$ cat config.mk
export PLATFORM = sky130hd
export DESIGN_NAME = srma_csr
export DESIGN_NICKNAME = d
export VERILOG_FILES = /design/src/rtl/srma_pkg.sv /design/src/rtl/srma_csr.sv
export SDC_FILE = /design/constraint.sdc
export NUM_CORES = 1
export LEC_CHECK = 0
export ABC_AREA = 1
export BUFFER_PORTS_ARGS = -buffer_cell sky130_fd_sc_hd__buf_2
export CORE_MARGIN = 8
export CORE_UTILIZATION = 35
export CTS_BUF_LIST = sky130_fd_sc_hd__clkbuf_8 sky130_fd_sc_hd__clkbuf_16
export CTS_CLUSTER_DIAMETER = 40
export DETAILED_ROUTE_END_ITERATION = 8
export SYNTH_ARGS = -nofsm -noshare
export SYNTH_HDL_FRONTEND = slang
export SYNTH_SLANG_ARGS = --single-unit
$ cat constraint.sdc
create_clock -name clock -period 1.1 [get_ports clock]
set_clock_uncertainty 0.1 [all_clocks]
set_input_delay 0.11 -clock clock [delete_from_list [all_inputs] [get_ports clock]]
set_output_delay 0.11 -clock clock [all_outputs]
set_load 0.1 [all_outputs]
$ cat src/rtl/srma_pkg.sv
// ----------------------------------------------------------------------------
// srma_pkg: shared types and constants
// Widths, config layout, lane control and the reciprocal table used by the
// spike-reject moving-average filter.
// ----------------------------------------------------------------------------
package srma_pkg;

   localparam int MAX_WINDOW   = 16;
   localparam int SAMPLE_BITS  = 24;
   localparam int FRAC_BITS    = 8;
   localparam int WL_W         = $clog2(MAX_WINDOW);
   localparam int LIMIT_W      = 23;
   localparam int WEIGHT_W     = 9;
   localparam int MEAN_W       = 16;
   localparam int DIFF_W       = SAMPLE_BITS + 1;
   localparam int PROD_W       = DIFF_W + WEIGHT_W + 1;
   localparam int SUM_W        = SAMPLE_BITS + WL_W;
   localparam int MAG_W        = SUM_W - FRAC_BITS;
   localparam int RECIP_K      = MAG_W + WL_W;
   localparam int QUEUE_DEPTH  = 2;
   localparam int QPTR_W       = $clog2(QUEUE_DEPTH);
   localparam int CSR_ADDR_W   = 4;
   localparam int CSR_DATA_W   = 32;
   localparam int REQ_DATA_W   = ((2 * SAMPLE_BITS + 7) / 8) * 8;
   localparam int RSP_DATA_W   = 2 * MEAN_W;

   localparam int WEIGHT_ONE   = 256;
   localparam int ROUND_HALF   = 128;

   localparam logic [WL_W-1:0]     WL_RESET     = WL_W'(5);
   localparam logic [LIMIT_W-1:0]  JUMP_RESET   = LIMIT_W'(1280);
   localparam logic [LIMIT_W-1:0]  MAG_RESET    = LIMIT_W'(2560);
   localparam logic [WEIGHT_W-1:0] WEIGHT_RESET = WEIGHT_W'(230);

   typedef logic signed [SAMPLE_BITS-1:0] sample_type;

   typedef struct packed {
      logic [WL_W-1:0]     window_length;
      logic [LIMIT_W-1:0]  jump_limit;
      logic [LIMIT_W-1:0]  magnitude_limit;
      logic [WEIGHT_W-1:0] blend_weight;
   } cfg_type;

   typedef struct packed {
      logic capture;
      logic blend;
      logic shift;
      logic accumulate;
      logic scale;
      logic divide;
   } lane_ctl_type;

   typedef enum logic [2:0] {
      ST_IDLE,
      ST_BLEND,
      ST_SHIFT,
      ST_SUM,
      ST_SCALE,
      ST_DIVIDE,
      ST_DONE
   } back_state_type;

   typedef enum logic [1:0] {
      CSR_WINDOW_LENGTH   = 2'd0,
      CSR_JUMP_LIMIT      = 2'd1,
      CSR_MAGNITUDE_LIMIT = 2'd2,
      CSR_BLEND_WEIGHT    = 2'd3
   } csr_index_type;

   typedef logic [RECIP_K-1:0] recip_type;
   typedef recip_type recip_table_type [MAX_WINDOW];

   // ceil(2^K / n) for each window length, by shift-subtract at elaboration.
   // With K = MAG_W + WL_W, floor(m * r / 2^K) == floor(m / n) for all m < 2^MAG_W.
   function automatic recip_table_type make_recip_table();
      recip_table_type t;
      logic [RECIP_K:0] num;
      logic [RECIP_K:0] quo;
      logic [WL_W:0]    rem;
      for (int i = 0; i < MAX_WINDOW; i++) begin
         t[i] = '0;
         if (i >= 2) begin
            num = ((RECIP_K + 1)'(1) << RECIP_K) + (RECIP_K + 1)'(i - 1);
            quo = '0;
            rem = '0;
            for (int b = RECIP_K; b >= 0; b--) begin
               rem = {rem[WL_W-1:0], num[b]};
               if (rem >= (WL_W + 1)'(i)) begin
                  rem    = rem - (WL_W + 1)'(i);
                  quo[b] = 1'b1;
               end
            end
            t[i] = quo[RECIP_K-1:0];
         end
      end
      return t;
   endfunction

   localparam recip_table_type RECIP_TABLE = make_recip_table();

endpackage

$ cat src/rtl/srma_csr.sv
// ----------------------------------------------------------------------------
// srma_csr: configuration registers
// APB-style write/read port holding window length, limits and blend weight.
// ----------------------------------------------------------------------------
module srma_csr (
   input  logic                              clock,
   input  logic                              reset,
   input  logic                              psel,
   input  logic                              penable,
   input  logic                              pwrite,
   input  logic [srma_pkg::CSR_ADDR_W-1:0]   paddr,
   input  logic [srma_pkg::CSR_DATA_W-1:0]   pwdata,
   output logic [srma_pkg::CSR_DATA_W-1:0]   prdata,
   output logic                              pready,
   output srma_pkg::cfg_type                 cfg
);
   import srma_pkg::*;

   cfg_type       cfg_ff;
   cfg_type       cfg_in;
   csr_index_type index;
   logic          write_en;
   logic [WEIGHT_W-1:0] weight_wr;

   assign pready    = 1'b1;
   assign index     = csr_index_type'(paddr[3:2]);
   assign write_en  = psel && penable && pwrite && pready;
   assign weight_wr = pwdata[WEIGHT_W-1:0];
   assign cfg       = cfg_ff;

   always_comb begin
      cfg_in = cfg_ff;
      if (write_en) begin
         case (index)
            CSR_WINDOW_LENGTH: begin
               // out-of-range lengths are dropped
               if (pwdata >= CSR_DATA_W'(2) && pwdata < CSR_DATA_W'(MAX_WINDOW)) begin
                  cfg_in.window_length = pwdata[WL_W-1:0];
               end
            end
            CSR_JUMP_LIMIT: begin
               cfg_in.jump_limit = pwdata[LIMIT_W-1:0];
            end
            CSR_MAGNITUDE_LIMIT: begin
               cfg_in.magnitude_limit = pwdata[LIMIT_W-1:0];
            end
            CSR_BLEND_WEIGHT: begin
               cfg_in.blend_weight = (weight_wr > WEIGHT_W'(WEIGHT_ONE)) ?
                                     WEIGHT_W'(WEIGHT_ONE) : weight_wr;
            end
            default: begin
               cfg_in = cfg_ff;
            end
         endcase
      end
   end

   always_comb begin
      case (index)
         CSR_WINDOW_LENGTH:   prdata = CSR_DATA_W'(cfg_ff.window_length);
         CSR_JUMP_LIMIT:      prdata = CSR_DATA_W'(cfg_ff.jump_limit);
         CSR_MAGNITUDE_LIMIT: prdata = CSR_DATA_W'(cfg_ff.magnitude_limit);
         CSR_BLEND_WEIGHT:    prdata = CSR_DATA_W'(cfg_ff.blend_weight);
         default:             prdata = '0;
      endcase
   end

   always_ff @(posedge clock) begin
      if (reset) begin
         cfg_ff.window_length   <= WL_RESET;
         cfg_ff.jump_limit      <= JUMP_RESET;
         cfg_ff.magnitude_limit <= MAG_RESET;
         cfg_ff.blend_weight    <= WEIGHT_RESET;
      end else begin
         cfg_ff <= cfg_in;
      end
   end

endmodule

==> flow_summary.yaml <==
power:
  peakVddDrop_uv: 676
  power.total_mw: 5.96
  pwr-share-comb_pct: 30.6
  power.internal_mw: 3.88
  p_sw_mw: 2.08
  seqPwrFrac_pct: 35.6
  power.density_nw_per_um2: 927
  p_leak_nw: 2.91
  swShare_pct: 34.9
  clockPowerShare_pct: 33.8
setup_path:
  max_stage_delay_ps: 350
  rr_endpoint: "cfg[10]$_SDFFE_PP0P_"
  crit_fanout: 2
  path_delay_family: "flip-flops"
  critPathKind: "reg -> out"
  rr_startpoint: "cfg[10]$_SDFFE_PP0P_"
  crit_slowest_cell: "dfxtp_4"
  worstPathRequired_ps: 890
  regToRegSetupSlack_ps: 20
  end_kind: "output pin"
  reg2reg_depth: 3
  crit_start: "cfg[8]$_SDFFE_PP0P_"
  crit_chain: "inv_2, o211ai_1, buf_12"
  crit_path_end: "prdata[8]"
  cp_num_buf_inv: 2
  startpoint_type: "register"
  path_depth: 3
  crit_arrival_ps: 1220
clock_network:
  cts_max_level: 3
  cts.sinks: 59
  numCtsBuffers: 9
  clk_latency_ps: 330
  cts_tree: "done"
  clk_pin_slew_worst_paths_ps: 70
  clockBufferDepth: 2
  ctsRootBufferMaster: "clkbuf_8"
floorplanning:
  core-area_sq_um: 7290
  dieHeight_microns: 103
  row_count: 31
  dieWidth_microns: 103
  initial_core_util_pct: 36.3
  pin_count: 133
  dieArea_sq_um: 10600
layout:
  fillers: 326
  nets: 639
  diodes: 0
  final_common_cell: "buf_12"
  utilization_pct: 88.2
  stdcell_area_sq_um: 6430
  layout-drive-gt1-share_pct: 60.0
  largest_reg_flops: 59
  synthToLayoutAreaGrowth_pct: 143
  layout_common_cells: "buf_12 (95), nor2_1 (93), dfxtp_4 (59)"
sta:
  min_period_over_period_pct: 130
  hold_slack_ps: 14.5
  rsz0062_at_grt: "yes"
  hold_viol: 0
  layout_setup_ws_ps: -329
  setup_violations: 84
  finalMaxSlewViolations: 0
  clock.fmax_mhz: 700
  post-route-min-period_ps: 1430
synthesis:
  synth_top_flop_cell: "dfxtp_1"
  ys_ff_latch: 59
  synth_top_cell_by_area: "dfxtp_1"
  synth_top_area_share_pct: 44.6
  seq_area_frac_synth_pct: 44.6
  synth_cells: 369
  ys_warn_count: 0
  synth_cell_type_count: 25
  synth_edf_count: 0
  postSynthAreaPerCell_sq_um: 7.17
  syn_area_sq_um: 2650
  synthTopCellsByArea: "dfxtp_1 (45%), nor2_1 (13%), nand2_1 (9.1%)"
  synthArstFlopShare_pct: 0
hold_path:
  hold_class: "in -> reg"
job:
  drv_cap: 0
route:
  drtIter0Drc: 196
  routed_wl_microns: 14600
  dr.pass1.iters: 5
  ant_nets: 0
  post_drt_wl_per_cell_microns: 20.7
  route.detailed.drc: 0
  vias: 3781
  viasPerCell: 5.39
grt:
  antenna_found_initial: 0
  grtUsageTotal_pct: 24.0
  grt_pass1_wl_microns: 19400
  grt_pass1_vias: 3819
  overflow: 0
  grt_max_degree: 53
outcome:
  status: "complete, but fails checks"
  violations: "setup timing"
placement:
  place_congestion: 0.899
  io_buffer_count: 120
  dp_hpwl_microns: 8280
  placed_cell_area_sq_um: 5400
[cell usage after synthesis (2+ instances only)]
library cell / number
nor2_1: 95
nand2_1: 64
dfxtp_1: 59
o21ai_0: 26
nand3_1: 18
o21ai_1: 18
a21oi_1: 16
a22o_1: 14
buf_4: 12
inv_1: 9
clkbuf_1: 7
buf_2: 6
inv_2: 5
nand4_1: 4
nor2_4: 3
buf_6: 2
conb_1: 2
o211ai_1: 2
[cell families after synthesis]
group                  share of synthesized area, %
other                                         0.284
AND/OR/NAND/NOR                                29.1
AO/OA/AOI/OAI                                  17.4
flip-flops                                     44.6
buffers and inverters                          8.56
[power by group through the flow]
stage	Combinational [mW]	Sequential [mW]	Clock [mW]
global route	1.89	2.12	2.13
floorplan	0.682	2.47	0
global placement	1.58	2.18	0
finish	1.83	2.12	2.01
CTS	1.74	2.12	1.98
detailed placement	1.60	2.19	0
[worst register-to-register path: cells and delay by family, from the launching register on]
kind                   cells  cell delay [ps]
buffers and inverters      1              120
flip-flops                 1              350
AO/OA/AOI/OAI              2              380
[how the worst min path moves through the flow]
stage / start / endpoint / slack (ps) / depth (start not counted)
floorplan: pwdata[9] / cfg[18]$_SDFFE_PP1P_ / 120 / 2
global route: pwdata[2] / cfg[57]$_SDFFE_PP1P_ / 20 / 4
global placement: pwdata[3] / cfg[3]$_SDFFE_PP0P_ / 270 / 3
finish: pwdata[2] / cfg[57]$_SDFFE_PP1P_ / 10 / 4
CTS: pwdata[7] / cfg[7]$_SDFFE_PP1P_ / 10 / 4
detailed placement: pwdata[3] / cfg[3]$_SDFFE_PP0P_ / 270 / 3
[area by class of cell]
class	count	area, sq um	area share [%]
clock buffers	11	151	2.35
clock inverters	5	46.3	0.720
inverters	15	63.8	0.992
multi-input cells	276	1580	24.5
flip-flops and latches	59	1400	21.8
well taps	99	124	1.93
repair buffers	237	3070	47.7
[routing by layer]
| layer | part of all wire [%] | up-vias | track usage, % |
|---|---|---|---|
| met4 | 5.4 | 0 | 12.7 |
| met3 | 7.2 | 74 | 4.46 |
| met2 | 53 | 234 | 43.9 |
| met1 | 35 | 1805 | 25.4 |
| li1 | - | 1668 | - |
| met5 | 0 | - | 0 |
[repair_timing]
item / 4_1_cts / 5_1_grt
resized for setup: 63 / 34
hold buffers: 7 / 1
setup endpoints to repair: 39 / 94
endpoints found under the hold margin: 12 / 3
setup buffers: 46 / 32
pin swaps: 21 / 13
[through the flow]
| step | cells | TNS, ps | worst slack [ps] |
|---|---|---|---|
| 2_1_floorplan | 377 | -3420 | -1160 |
| 3_3_place_gp | 617 | -9900 | -241 |
| 4_1_cts | 686 | -8750 | -342 |
| 6_report | 702 | -10380 | -329 |
| 3_5_place_dp | 617 | -12700 | -247 |
| 5_1_grt | 702 | -12660 | -373 |
(Power assumes the default switching activity.)
