$ cat config.mk
export PLATFORM = sky130hd
export DESIGN_NAME = srma_front
export DESIGN_NICKNAME = d
export VERILOG_FILES = /design/src/rtl/srma_pkg.sv /design/src/rtl/srma_front.sv
export SDC_FILE = /design/constraint.sdc
export NUM_CORES = 1
export LEC_CHECK = 0
export ABC_AREA = 0
export ABC_CLOCK_PERIOD_IN_PS = 5600
export BUFFER_PORTS_ARGS = -buffer_cell sky130_fd_sc_hd__buf_2
export CORE_UTILIZATION = 44
export DETAILED_ROUTE_END_ITERATION = 6
export PLACE_DENSITY = 0.69
export SLEW_MARGIN = 20
export SYNTH_ARGS = -nofsm -noshare
export SYNTH_HDL_FRONTEND = slang
export SYNTH_SLANG_ARGS = --single-unit
$ cat constraint.sdc
create_clock -name clock -period 5.6 [get_ports clock]
set_input_delay 0.56 -clock clock [delete_from_list [all_inputs] [get_ports clock]]
set_output_delay 0.56 -clock clock [all_outputs]
set_load 0.02 [all_outputs]
$ cat src/rtl/srma_pkg.sv
// ----------------------------------------------------------------------------
// srma_pkg: shared types and constants
// Widths, config layout, lane control and the reciprocal table used by the
// spike-reject moving-average filter.
// ----------------------------------------------------------------------------
package srma_pkg;

   localparam int MAX_WINDOW   = 16;
   localparam int SAMPLE_BITS  = 24;
   localparam int FRAC_BITS    = 8;
   localparam int WL_W         = $clog2(MAX_WINDOW);
   localparam int LIMIT_W      = 23;
   localparam int WEIGHT_W     = 9;
   localparam int MEAN_W       = 16;
   localparam int DIFF_W       = SAMPLE_BITS + 1;
   localparam int PROD_W       = DIFF_W + WEIGHT_W + 1;
   localparam int SUM_W        = SAMPLE_BITS + WL_W;
   localparam int MAG_W        = SUM_W - FRAC_BITS;
   localparam int RECIP_K      = MAG_W + WL_W;
   localparam int QUEUE_DEPTH  = 2;
   localparam int QPTR_W       = $clog2(QUEUE_DEPTH);
   localparam int CSR_ADDR_W   = 4;
   localparam int CSR_DATA_W   = 32;
   localparam int REQ_DATA_W   = ((2 * SAMPLE_BITS + 7) / 8) * 8;
   localparam int RSP_DATA_W   = 2 * MEAN_W;

   localparam int WEIGHT_ONE   = 256;
   localparam int ROUND_HALF   = 128;

   localparam logic [WL_W-1:0]     WL_RESET     = WL_W'(5);
   localparam logic [LIMIT_W-1:0]  JUMP_RESET   = LIMIT_W'(1280);
   localparam logic [LIMIT_W-1:0]  MAG_RESET    = LIMIT_W'(2560);
   localparam logic [WEIGHT_W-1:0] WEIGHT_RESET = WEIGHT_W'(230);

   typedef logic signed [SAMPLE_BITS-1:0] sample_type;

   typedef struct packed {
      logic [WL_W-1:0]     window_length;
      logic [LIMIT_W-1:0]  jump_limit;
      logic [LIMIT_W-1:0]  magnitude_limit;
      logic [WEIGHT_W-1:0] blend_weight;
   } cfg_type;

   typedef struct packed {
      logic capture;
      logic blend;
      logic shift;
      logic accumulate;
      logic scale;
      logic divide;
   } lane_ctl_type;

   typedef enum logic [2:0] {
      ST_IDLE,
      ST_BLEND,
      ST_SHIFT,
      ST_SUM,
      ST_SCALE,
      ST_DIVIDE,
      ST_DONE
   } back_state_type;

   typedef enum logic [1:0] {
      CSR_WINDOW_LENGTH   = 2'd0,
      CSR_JUMP_LIMIT      = 2'd1,
      CSR_MAGNITUDE_LIMIT = 2'd2,
      CSR_BLEND_WEIGHT    = 2'd3
   } csr_index_type;

   typedef logic [RECIP_K-1:0] recip_type;
   typedef recip_type recip_table_type [MAX_WINDOW];

   // ceil(2^K / n) for each window length, by shift-subtract at elaboration.
   // With K = MAG_W + WL_W, floor(m * r / 2^K) == floor(m / n) for all m < 2^MAG_W.
   function automatic recip_table_type make_recip_table();
      recip_table_type t;
      logic [RECIP_K:0] num;
      logic [RECIP_K:0] quo;
      logic [WL_W:0]    rem;
      for (int i = 0; i < MAX_WINDOW; i++) begin
         t[i] = '0;
         if (i >= 2) begin
            num = ((RECIP_K + 1)'(1) << RECIP_K) + (RECIP_K + 1)'(i - 1);
            quo = '0;
            rem = '0;
            for (int b = RECIP_K; b >= 0; b--) begin
               rem = {rem[WL_W-1:0], num[b]};
               if (rem >= (WL_W + 1)'(i)) begin
                  rem    = rem - (WL_W + 1)'(i);
                  quo[b] = 1'b1;
               end
            end
            t[i] = quo[RECIP_K-1:0];
         end
      end
      return t;
   endfunction

   localparam recip_table_type RECIP_TABLE = make_recip_table();

endpackage

$ cat src/rtl/srma_front.sv
// ----------------------------------------------------------------------------
// srma_front: request intake
// Accepts point requests into a short queue; the back end pops them.
// ----------------------------------------------------------------------------
module srma_front (
   input  logic                 clock,
   input  logic                 reset,
   input  logic                 in_valid,
   output logic                 in_ready,
   input  srma_pkg::sample_type in_x,
   input  srma_pkg::sample_type in_y,
   input  logic                 pop,
   output logic                 head_valid,
   output srma_pkg::sample_type head_x,
   output srma_pkg::sample_type head_y
);
   import srma_pkg::*;

   sample_type          qx_ff [QUEUE_DEPTH];
   sample_type          qy_ff [QUEUE_DEPTH];
   logic [QPTR_W-1:0]   wr_ptr_ff, wr_ptr_in;
   logic [QPTR_W-1:0]   rd_ptr_ff, rd_ptr_in;
   logic [QPTR_W:0]     count_ff, count_in;
   logic                push;
   logic                do_pop;

   assign in_ready   = (count_ff != (QPTR_W + 1)'(QUEUE_DEPTH));
   assign head_valid = (count_ff != '0);
   assign push       = in_valid && in_ready;
   assign do_pop     = pop && head_valid;
   assign head_x     = qx_ff[rd_ptr_ff];
   assign head_y     = qy_ff[rd_ptr_ff];

   always_comb begin
      wr_ptr_in = push   ? wr_ptr_ff + QPTR_W'(1) : wr_ptr_ff;
      rd_ptr_in = do_pop ? rd_ptr_ff + QPTR_W'(1) : rd_ptr_ff;
      count_in  = count_ff + (QPTR_W + 1)'(push) - (QPTR_W + 1)'(do_pop);
   end

   always_ff @(posedge clock) begin
      if (reset) begin
         wr_ptr_ff <= '0;
         rd_ptr_ff <= '0;
         count_ff  <= '0;
      end else begin
         wr_ptr_ff <= wr_ptr_in;
         rd_ptr_ff <= rd_ptr_in;
         count_ff  <= count_in;
      end
   end

   always_ff @(posedge clock) begin
      if (push) begin
         qx_ff[wr_ptr_ff] <= in_x;
         qy_ff[wr_ptr_ff] <= in_y;
      end
   end

endmodule

==> results.cfg, run 1 <==
[logic_synthesis]
yosysMostFrequentCell = edfxtp_1
syn-instance-count = 178
synth-edff-count = 96
yosysTopAreaCell = edfxtp_1
yosys_warnings = 0
yosys.area_share.simple_pct = 1.887
synthMuxAreaShare_pct = 14.86
yosys.area.top_type_share_pct = 77.63
syn_area_um2 = 3714
synth_commonest_cells = 96 x edfxtp_1, 48 x mux2_2, 5 x dfxtp_1, 5 x nor2_1, 3 x buf_4
synth_compound_area_share_pct = 1.381
syn-num-nets = 231
synth_top_family_by_area = multiplexers
async_flop_share_pct = 0
yosysUniqueCellTypes = 23
synthFlopType = edfxtp_1
synth_area_leaders = edfxtp_1 78%, mux2_2 15%, dfxtp_1 2.7%
syn_avg_cell_area_um2 = 20.86
ys_ff_latch = 101
synth_adder_area_share_pct = 0.3369
synth-xor-area-share_pct = 0.2358
ys_seq_area_share_pct = 80.32

[setup_path]
worstPathArrival_ns = 1.74
crit_path_start_kind = register
slowest_delay_ns = 0.76
crit_slowest_cell = dfxtp_4
worst-path-buf-inv = 1
r2r_start = count_ff[0]
critPathKind = register to output pin
crit_required_ns = 5.04
rrSetupSlack_ns = 3.56
crit_chain = mux2_2 > buf_2
reg2reg_to = qx_ff[1][8]
critPathCapture = head_x[7]
end_kind = output pin
worstRegToRegCells = 3
crit_cells = 2
cp_top_family = flip-flops
worstPathMaxFanout = 48

[job]
cap_violations = 0

[placement]
dp_cells = 380
gp_congestion = 0.6484
dpl.hpwl_mm = 3.626
dpl_worst_slack_ns = 3.459
portBuffers = 101

[cells_and_area]
fin_nets = 339
layout-drive-gt1-share_pct = 57.39
area_delta_synth_final_pct = 22.20
nFillCells = 670
multi_input_area_um2 = 695.7
seqCellArea_um2 = 2987
fin_cells = 396
diodes = 0

[floorplanning]
core_um2 = 8175
dieWidth_um = 93.87
fp-row-count = 33
die_height_um = 93.87
start_util_pct = 45.42
top_level_ports = 102
dieArea_um2 = 8812

[timing]
worst_pin_slew_ns = 0.8617
hold_violations = 0
fmax_ghz = 0.4340
setup_viol = 0
max-slew-margin-rel_pct = 42.56
fin_crit_ns = 2.304
setup_slack_ns = 3.296
skew_ns = 0.007567
fin_crit_sh_pct = 41.15
rsz0062_at_grt = no
drv_slew = 0
fin_setup_tns_ns = 0

[clock_network]
cts_tree = yes
cts-root-buf = clkbuf_8
cts_max_level = 3
cts-buffers-inserted = 9
post-cts-setup-buffers = 0
post_cts_resized = 0
numClockSinks = 101
clk_pin_slew_ns = 0.09
postCtsHoldBufs = 0
clk_latency_ns = 0.36
cts_buffer_depth = 2

[global_routing]
grt_pass1_vias = 1871
grt_pass1_wl_mm = 8.790
overflow = 0
grt_start_max_net_pins = 49
track_usage_pct = 13.89
antenna_found_initial = 0

[drt]
drc = 0
firstDrtPassIters = 4
wl_per_cell_um = 14.70
drt_iter0_drc = 76
drtAntennaViolNets = 0
routed_wl_mm = 5.821
via_per_inst = 4.854
vias = 1922

[min_path]
worstHoldPathType = input pin to register

[power_and_ir_drop]
power_density_nw_per_um2 = 412.2
vdd_ir_drop_max_v = 0.0002630
p_leak_nw = 1.692

[run_status]
status = completed
==> worst register-to-register path, cell delays in order, from the launching register on <==
cell      delay [ns]
dfxtp_1         0.46
nand2b_1        0.20
and3_2          0.59
buf_4           0.45
==> cell usage in the layout, fill, tap and decap left out <==
| cell type | count |
|---|---|
| a21oi_1 | 1 |
| and3_2 | 1 |
| clkinv_2 | 1 |
| dfxtp_1 | 4 |
| clkbuf_1 | 2 |
| nand3_1 | 1 |
| bufinv_16 | 2 |
| and2b_1 | 1 |
| mux2_2 | 48 |
| o21ai_0 | 2 |
| clkbuf_8 | 9 |
| nand3b_1 | 1 |
| edfxtp_1 | 96 |
| a211oi_1 | 1 |
| a21bo_2 | 1 |
| nor2_1 | 5 |
| or2_2 | 1 |
| buf_4 | 1 |
| clkinv_1 | 2 |
| nand2b_1 | 1 |
| mux2_1 | 1 |
| a32oi_1 | 1 |
| nor2b_1 | 2 |
| clkinvlp_4 | 1 |
| xor2_1 | 1 |
| ha_1 | 1 |
| a21bo_1 | 1 |
| buf_2 | 101 |
| dfxtp_4 | 1 |
==> worst min-delay path by stage <==
| stage | startpoint | endpoint | slack (ns) | depth (start not counted) |
|---|---|---|---|---|
| after floorplan | rd_ptr_ff | register | 0.47 | 2 |
| after global placement | rd_ptr_ff | rd_ptr_ff | 0.49 | 2 |
| after detailed placement | rd_ptr_ff | register | 0.50 | 2 |
| after CTS | in_y[9] | qy_ff[0][9] | 0.36 | 1 |
| after global routing | in_x[23] | qx_ff[1][23] | 0.35 | 1 |
| final | in_y[10] | qy_ff[0][10] | 0.38 | 1 |
==> routing by layer <==
layer	wire, um	track usage [%]
met1	2575	17.04
met2	2760	21.59
met3	400	5.097
met4	86	6.923
met5	0	0
==> final cells by class <==
cell class	instances	share of cell area (%)
Multi-Input combinational cell	71	15.33
Tap cell	105	2.895
Timing Repair Buffer	102	11.30
Sequential cell	101	65.81
Inverter	1	0.1103
Clock buffer	11	2.895
Clock inverter	5	1.654
==> stage by stage <==
step	hold slack (ns)	instance area, um2	total power [mW]	utilization [%]
after CTS	0.3620	4537	1.896	55.49
after detailed placement	0.5042	4330	1.420	52.97
final	0.3838	4538	1.871	55.51
after global placement	0.4869	4328	1.416	52.94
after global routing	0.3530	4538	1.960	55.51
after floorplan	0.4725	3714	1.285	-
==> cells by family (layout without fill, tap and decap cells) <==
group,Yosys count,after routing
muxes,49,49
buffers and inverters,6,119
xor gates and xnor gates,1,1
adders and majority gates,1,1
AOI/OAI and AO/OA,7,7
and+or+nand+nor,13,13
DFF,101,101
==> state kept, by name, indices dropped and copies added (netlist names), named ones only <==
signal and flops:
qy_ff 48, count_ff 2, qx_ff 48, rd_ptr_ff 1, wr_ptr_ff 1
==> power by group <==
group / total [mW] / leakage, nW / internal (mW) / switching (mW)
clock: 0.475 / 0.0986 / 0.249 / 0.225
combinational: 0.415 / 0.653 / 0.184 / 0.231
sequential: 0.982 / 0.940 / 0.920 / 0.0615
total: 1.87 / 1.69 / 1.35 / 0.518
Note: power is estimated with default switching activity, not from simulation.
==> inputs of run 2 (changes only) <==
Settings changed: ABC_AREA 0 to 1, ABC_CLOCK_PERIOD_IN_PS 5600 to 2100, PLACE_DENSITY 0.69 to 0.71.
Clock period 5.6 ns to 2.1 ns, I/O delays scaled along.
==> results.cfg, run 2 <==
[run_status]
status = completed

[placement]
detailed_place.area_um2 = 4444
portBuffers = 101
dpl.hpwl_mm = 4.137
gp_congestion = 0.7866

[setup_path]
end_kind = output pin
r2r_start = count_ff[0]
worstRegToRegCells = 10
crit_chain = buf_4 > mux2_2 > buf_2
critPathKind = register to output pin
slowest_delay_ns = 0.40
worst-path-buf-inv = 2
rrSetupSlack_ns = 0.46
reg2reg_to = count_ff[1]
cp_top_family = buffers and inverters
worstPathArrival_ns = 1.61
crit_slowest_cell = mux2_2
crit_path_start_kind = register
crit_required_ns = 1.89
worstPathMaxFanout = 25

[power_and_ir_drop]
p_leak_nw = 1.782
intPower_mw = 3.663
p_sw_share_pct = 31.42
clock_power_share_pct = 19.6
p_sw_mw = 1.678
totalPowerFinal_mw = 5.342
power_density_nw_per_um2 = 1159
vdd_ir_drop_max_v = 0.0005694
seq_power_share_pct = 49.3
power_frac_comb_pct = 31.1

[global_routing]
grt_pass1_wl_mm = 9.446
grt_pass1_vias = 1953
grt_start_max_net_pins = 39
track_usage_pct = 14.44
overflow = 0
antenna_found_initial = 0

[logic_synthesis]
async_flop_share_pct = 0
syn_avg_cell_area_um2 = 20.42
syn_area_um2 = 3777
yosysTopAreaCell = edfxtp_1
yosysUniqueCellTypes = 14
syn-num-nets = 238
ys_ff_latch = 101
synth_area_leaders = edfxtp_1 76%, mux2_2 8.3%, mux2_4 7.9%
synthFlopType = edfxtp_1
yosys_warnings = 0
syn-instance-count = 185
synth_commonest_cells = 96 x edfxtp_1, 28 x mux2_2, 20 x mux2_4
synth-edff-count = 96
ys_seq_area_share_pct = 78.97
yosys.area.top_type_share_pct = 76.32
yosysMostFrequentCell = edfxtp_1

[clock_network]
cts_max_level = 3
post-cts-setup-buffers = 0
cts-root-buf = clkbuf_8
cts_tree = yes
numClockSinks = 101
clk_pin_slew_ns = 0.09
postCtsHoldBufs = 0
post_cts_resized = 0
cts_buffer_depth = 2
cts-buffers-inserted = 9
clk_latency_ns = 0.34

[timing]
drv_slew = 0
fin_crit_sh_pct = 86.84
rsz0062_at_grt = no
hold_violations = 0
fmax_ghz = 0.5483
setup_viol = 0
fin_crit_ns = 1.824
max-slew-margin-rel_pct = 71.36
worst_pin_slew_ns = 0.4296
skew_ns = 0.004907

[cells_and_area]
finalInstanceArea_um2 = 4609
diodes = 0
biggestRegsByFlops = qx_ff: 48 flops, qy_ff: 48 flops, count_ff: 2 flops
layout-drive-gt1-share_pct = 56.44
fin_nets = 351
nFillCells = 683
seqCellArea_um2 = 2984
area_delta_synth_final_pct = 22.03
final_cell_mix = 101 x buf_2, 96 x edfxtp_1, 28 x mux2_2
multi_input_area_um2 = 735.7
layout_commonest_cell = buf_2

[min_path]
hold-path-cell-count = 2
worstHoldPathType = input pin to register
hp-start = reset
hold_end = count_ff[0]

[job]
cap_violations = 0

[floorplanning]
start_util_pct = 45.74
die_height_um = 94.66
dieWidth_um = 94.66
core_um2 = 8258
fp-row-count = 33
dieArea_um2 = 8960
top_level_ports = 102

[drt]
routed_wl_mm = 6.131
wl_met1_mm = 2.479
top_layer = met4
via_per_inst = 4.804
drt_iter0_drc = 56
vias = 1960
wl_met3_um = 554
firstDrtPassIters = 4
drc = 0
drtAntennaViolNets = 0
wl_per_cell_um = 15.03
wl_met2_mm = 3.063
run 2: changes by cell type after synthesis, sizes merged, moves of 2 or more:
cell / previous run / this run
nand2: 0 / 8
inv: 1 / 8
nor2: 5 / 9
a21bo: 2 / 0
nor2b: 2 / 0
o21ai: 2 / 0
run 2: logic make-up (layout without fill, tap and decap cells):
family | after synthesis | count (layout) | synth area share, %
flip-flops | 101 | 101 | 78.97
multiplexers | 48 | 48 | 16.30
AND/OR/NAND/NOR | 19 | 19 | 1.954
buffers and inverters | 13 | 131 | 1.954
AO/OA/AOI/OAI | 2 | 2 | 0.2650
adder cells (fa/ha/maj) | 1 | 1 | 0.3312
XOR/XNOR | 1 | 1 | 0.2319
run 2: worst register-to-register path, cell delays in order (launching register included):
cell,delay [ns]
dfxtp_1,0.36
inv_1,0.05
nand2_1,0.11
nand2_1,0.21
xnor2_1,0.22
ha_1,0.19
inv_1,0.04
nand2_1,0.05
nand2_1,0.07
a21oi_1,0.15
nor2_1,0.07
run 2: power groups by stage:
stage	Sequential, mW	Clock, mW	Combinational (mW)
after floorplan	2.67	0	1.20
after global placement	2.66	0	1.67
after detailed placement	2.68	0	1.69
after CTS	2.64	1.08	1.69
after global routing	2.66	1.16	1.79
final	2.63	1.05	1.66
run 2: stage by stage:
| step | std cells | util [%] | setup TNS, ns | hold slack [ns] | worst slack (ns) |
|---|---|---|---|---|---|
| floorplan | 185 | - | -33.45 | 0.2812 | -0.3560 |
| global placement | 392 | 53.82 | 0 | 0.3977 | 0.6291 |
| global route | 408 | 55.82 | 0 | 0.01714 | 0.1851 |
| finish | 408 | 55.82 | 0 | 0.04040 | 0.2763 |
| CTS | 408 | 55.82 | 0 | 0.01431 | 0.2488 |
| detailed placement | 392 | 53.82 | 0 | 0.4016 | 0.4743 |
run 2: per-layer routing:
| metal | GRT usage (%) | vias up |
|---|---|---|
| met1 | 16.49 | 952 |
| met2 | 23.62 | 76 |
| met5 | 0 | - |
| met3 | 6.039 | 4 |
| met4 | 6.566 | 0 |
| li1 | - | 928 |
run 2: layout make-up:
| type | count | share of cell area [%] |
|---|---|---|
| Multi-Input combinational cell | 71 | 15.96 |
| Tap cell | 105 | 2.850 |
| Inverter | 8 | 0.6515 |
| Sequential cell | 101 | 64.74 |
| Clock inverter | 7 | 0.8958 |
| Timing Repair Buffer | 107 | 12.21 |
| Clock buffer | 9 | 2.687 |
run 2: worst max-delay path by stage:
stage                           start  depth (start not counted)  slack [ns]     endpoint
after global routing         register                          3        0.19   head_y[23]
after global placement       register                          3        0.63   head_y[23]
final                        register                          3        0.28   head_y[23]
after detailed placement  count_ff[0]                         10        0.47  count_ff[1]
after floorplan           count_ff[0]                          4       -0.36  qx_ff[1][0]
after CTS                    register                          3        0.25   head_y[23]
==> inputs of run 3 (changes only) <==
Settings changed: CORE_MARGIN from default to 2.
==> results.cfg, run 3 (synthesis gave the netlist of run 2 again) <==
[power_and_ir_drop]
vdd_ir_drop_max_v = 0.0005817
p_leak_nw = 1.788
power_density_nw_per_um2 = 1177

[placement]
dpl_worst_slack_ns = 0.5038
dp_cells = 392
gp_congestion = 0.7663
dpl.hpwl_mm = 4.065
portBuffers = 101
detailed_place.area_um2 = 4432

[floorplanning]
dieArea_um2 = 9342
start_util_pct = 45.74
dieWidth_um = 96.66
core_um2 = 8258
die_height_um = 96.66
fp-row-count = 33
top_level_ports = 102

[setup_path]
end_kind = output pin
slowest_delay_ns = 0.40
crit_slowest_cell = mux2_2
worstPathMaxFanout = 24
critPathKind = register to output pin
crit_path_start_kind = register
cp_top_family = buffers and inverters
crit_required_ns = 1.89
worstPathArrival_ns = 1.59
crit_chain = buf_4 > mux2_2 > buf_2
worst-path-buf-inv = 2

[drt]
drc = 0
firstDrtPassIters = 4
wl_per_cell_um = 14.49
drtAntennaViolNets = 0
via_per_inst = 4.757
drt_iter0_drc = 86
vias = 1936
routed_wl_mm = 5.897

[clock_network]
clk_pin_slew_ns = 0.09
cts_buffer_depth = 2
cts-root-buf = clkbuf_8
post-cts-setup-buffers = 0
cts_tree = yes
cts_max_level = 3
clk_latency_ns = 0.35
numClockSinks = 101
cts-buffers-inserted = 9
postCtsHoldBufs = 0
post_cts_resized = 0

[timing]
fmax_ghz = 0.5557
worst_pin_slew_ns = 0.4214
setup_viol = 0
max-slew-margin-rel_pct = 71.91
skew_ns = 0.007426
drv_slew = 0
hold_violations = 0
fin_setup_tns_ns = 0
fin_crit_ns = 1.800
setup_slack_ns = 0.3005
rsz0062_at_grt = no
fin_crit_sh_pct = 85.69

[cells_and_area]
seqCellArea_um2 = 2984
area_delta_synth_final_pct = 22.29
diodes = 0
biggestRegsByFlops = qx_ff: 48 flops, qy_ff: 48 flops, count_ff: 2 flops
multi_input_area_um2 = 735.7
layout_commonest_cell = buf_2
final_util_pct = 55.94
finalInstanceArea_um2 = 4619
layout-drive-gt1-share_pct = 57.28
fin_cells = 407
fin_nets = 351
final_cell_mix = 101 x buf_2, 96 x edfxtp_1, 28 x mux2_2
nFillCells = 659

[global_routing]
grt_pass1_wl_mm = 9.528
track_usage_pct = 13.00
grt_pass1_vias = 2023
overflow = 0
grt_start_max_net_pins = 33
antenna_found_initial = 0

[run_status]
status = completed

[min_path]
worstHoldPathType = input pin to register

[job]
cap_violations = 0
[run 3: cell types whose count changed in the layout (fill, tap and decap cells not counted), sizes merged]
| cell | previous run | this run |
|---|---|---|
| bufinv | 0 | 1 |
| clkinvlp | 1 | 2 |
| clkinv | 5 | 2 |
[run 3: per-layer routing]
metal	vias to the layer above	GRT usage (%)	part of all wire (%)
met1	933	14.66	40
met4	0	5.200	1.3
met2	71	22.22	51
li1	924	-	-
met5	-	0	0
met3	8	4.986	8.1
[run 3: where the power goes]
part,internal [mW],switching [mW],total [mW]
Combinational,0.679,0.971,1.65
Clock,0.544,0.611,1.16
Sequential,2.55,0.0772,2.63
[run 3: worst paths after layout]
kind	slack, ns	depth (start not counted)	to	from
worst min-delay path	0.04	1	qy_ff[1][0]	in_y[0]
worst max register to register	0.48	5	qx_ff[0][15]	count_ff[0]
worst max-delay path	0.30	3	head_x[23]	register
worst min register to register	0.54	2	rd_ptr_ff	rd_ptr_ff
[run 3: per-stage QoR]
| step | power, mW | hold WS [ns] |
|---|---|---|
| 2_1_floorplan | 3.866 | 0.2812 |
| 3_3_place_gp | 4.319 | 0.3982 |
| 3_5_place_dp | 4.351 | 0.4019 |
| 4_1_cts | 5.514 | 0.02123 |
| 5_1_grt | 5.700 | 0.01766 |
| 6_report | 5.436 | 0.04006 |
[run 3: worst register-to-register path, stage by stage, from the launching register on]
cell	delay, ns
dfxtp_1	0.36
inv_1	0.05
nand2_1	0.09
nand2_1	0.21
nor2_4	0.15
buf_4	0.40
[run 3: final cells by class]
class	count	area share [%]
flip-flops and latches	101	64.60
multi-input cells	71	15.93
repair buffers	107	11.92
well taps	105	2.844
clock buffers	9	2.681
clock inverters	6	1.381
inverters	8	0.6501
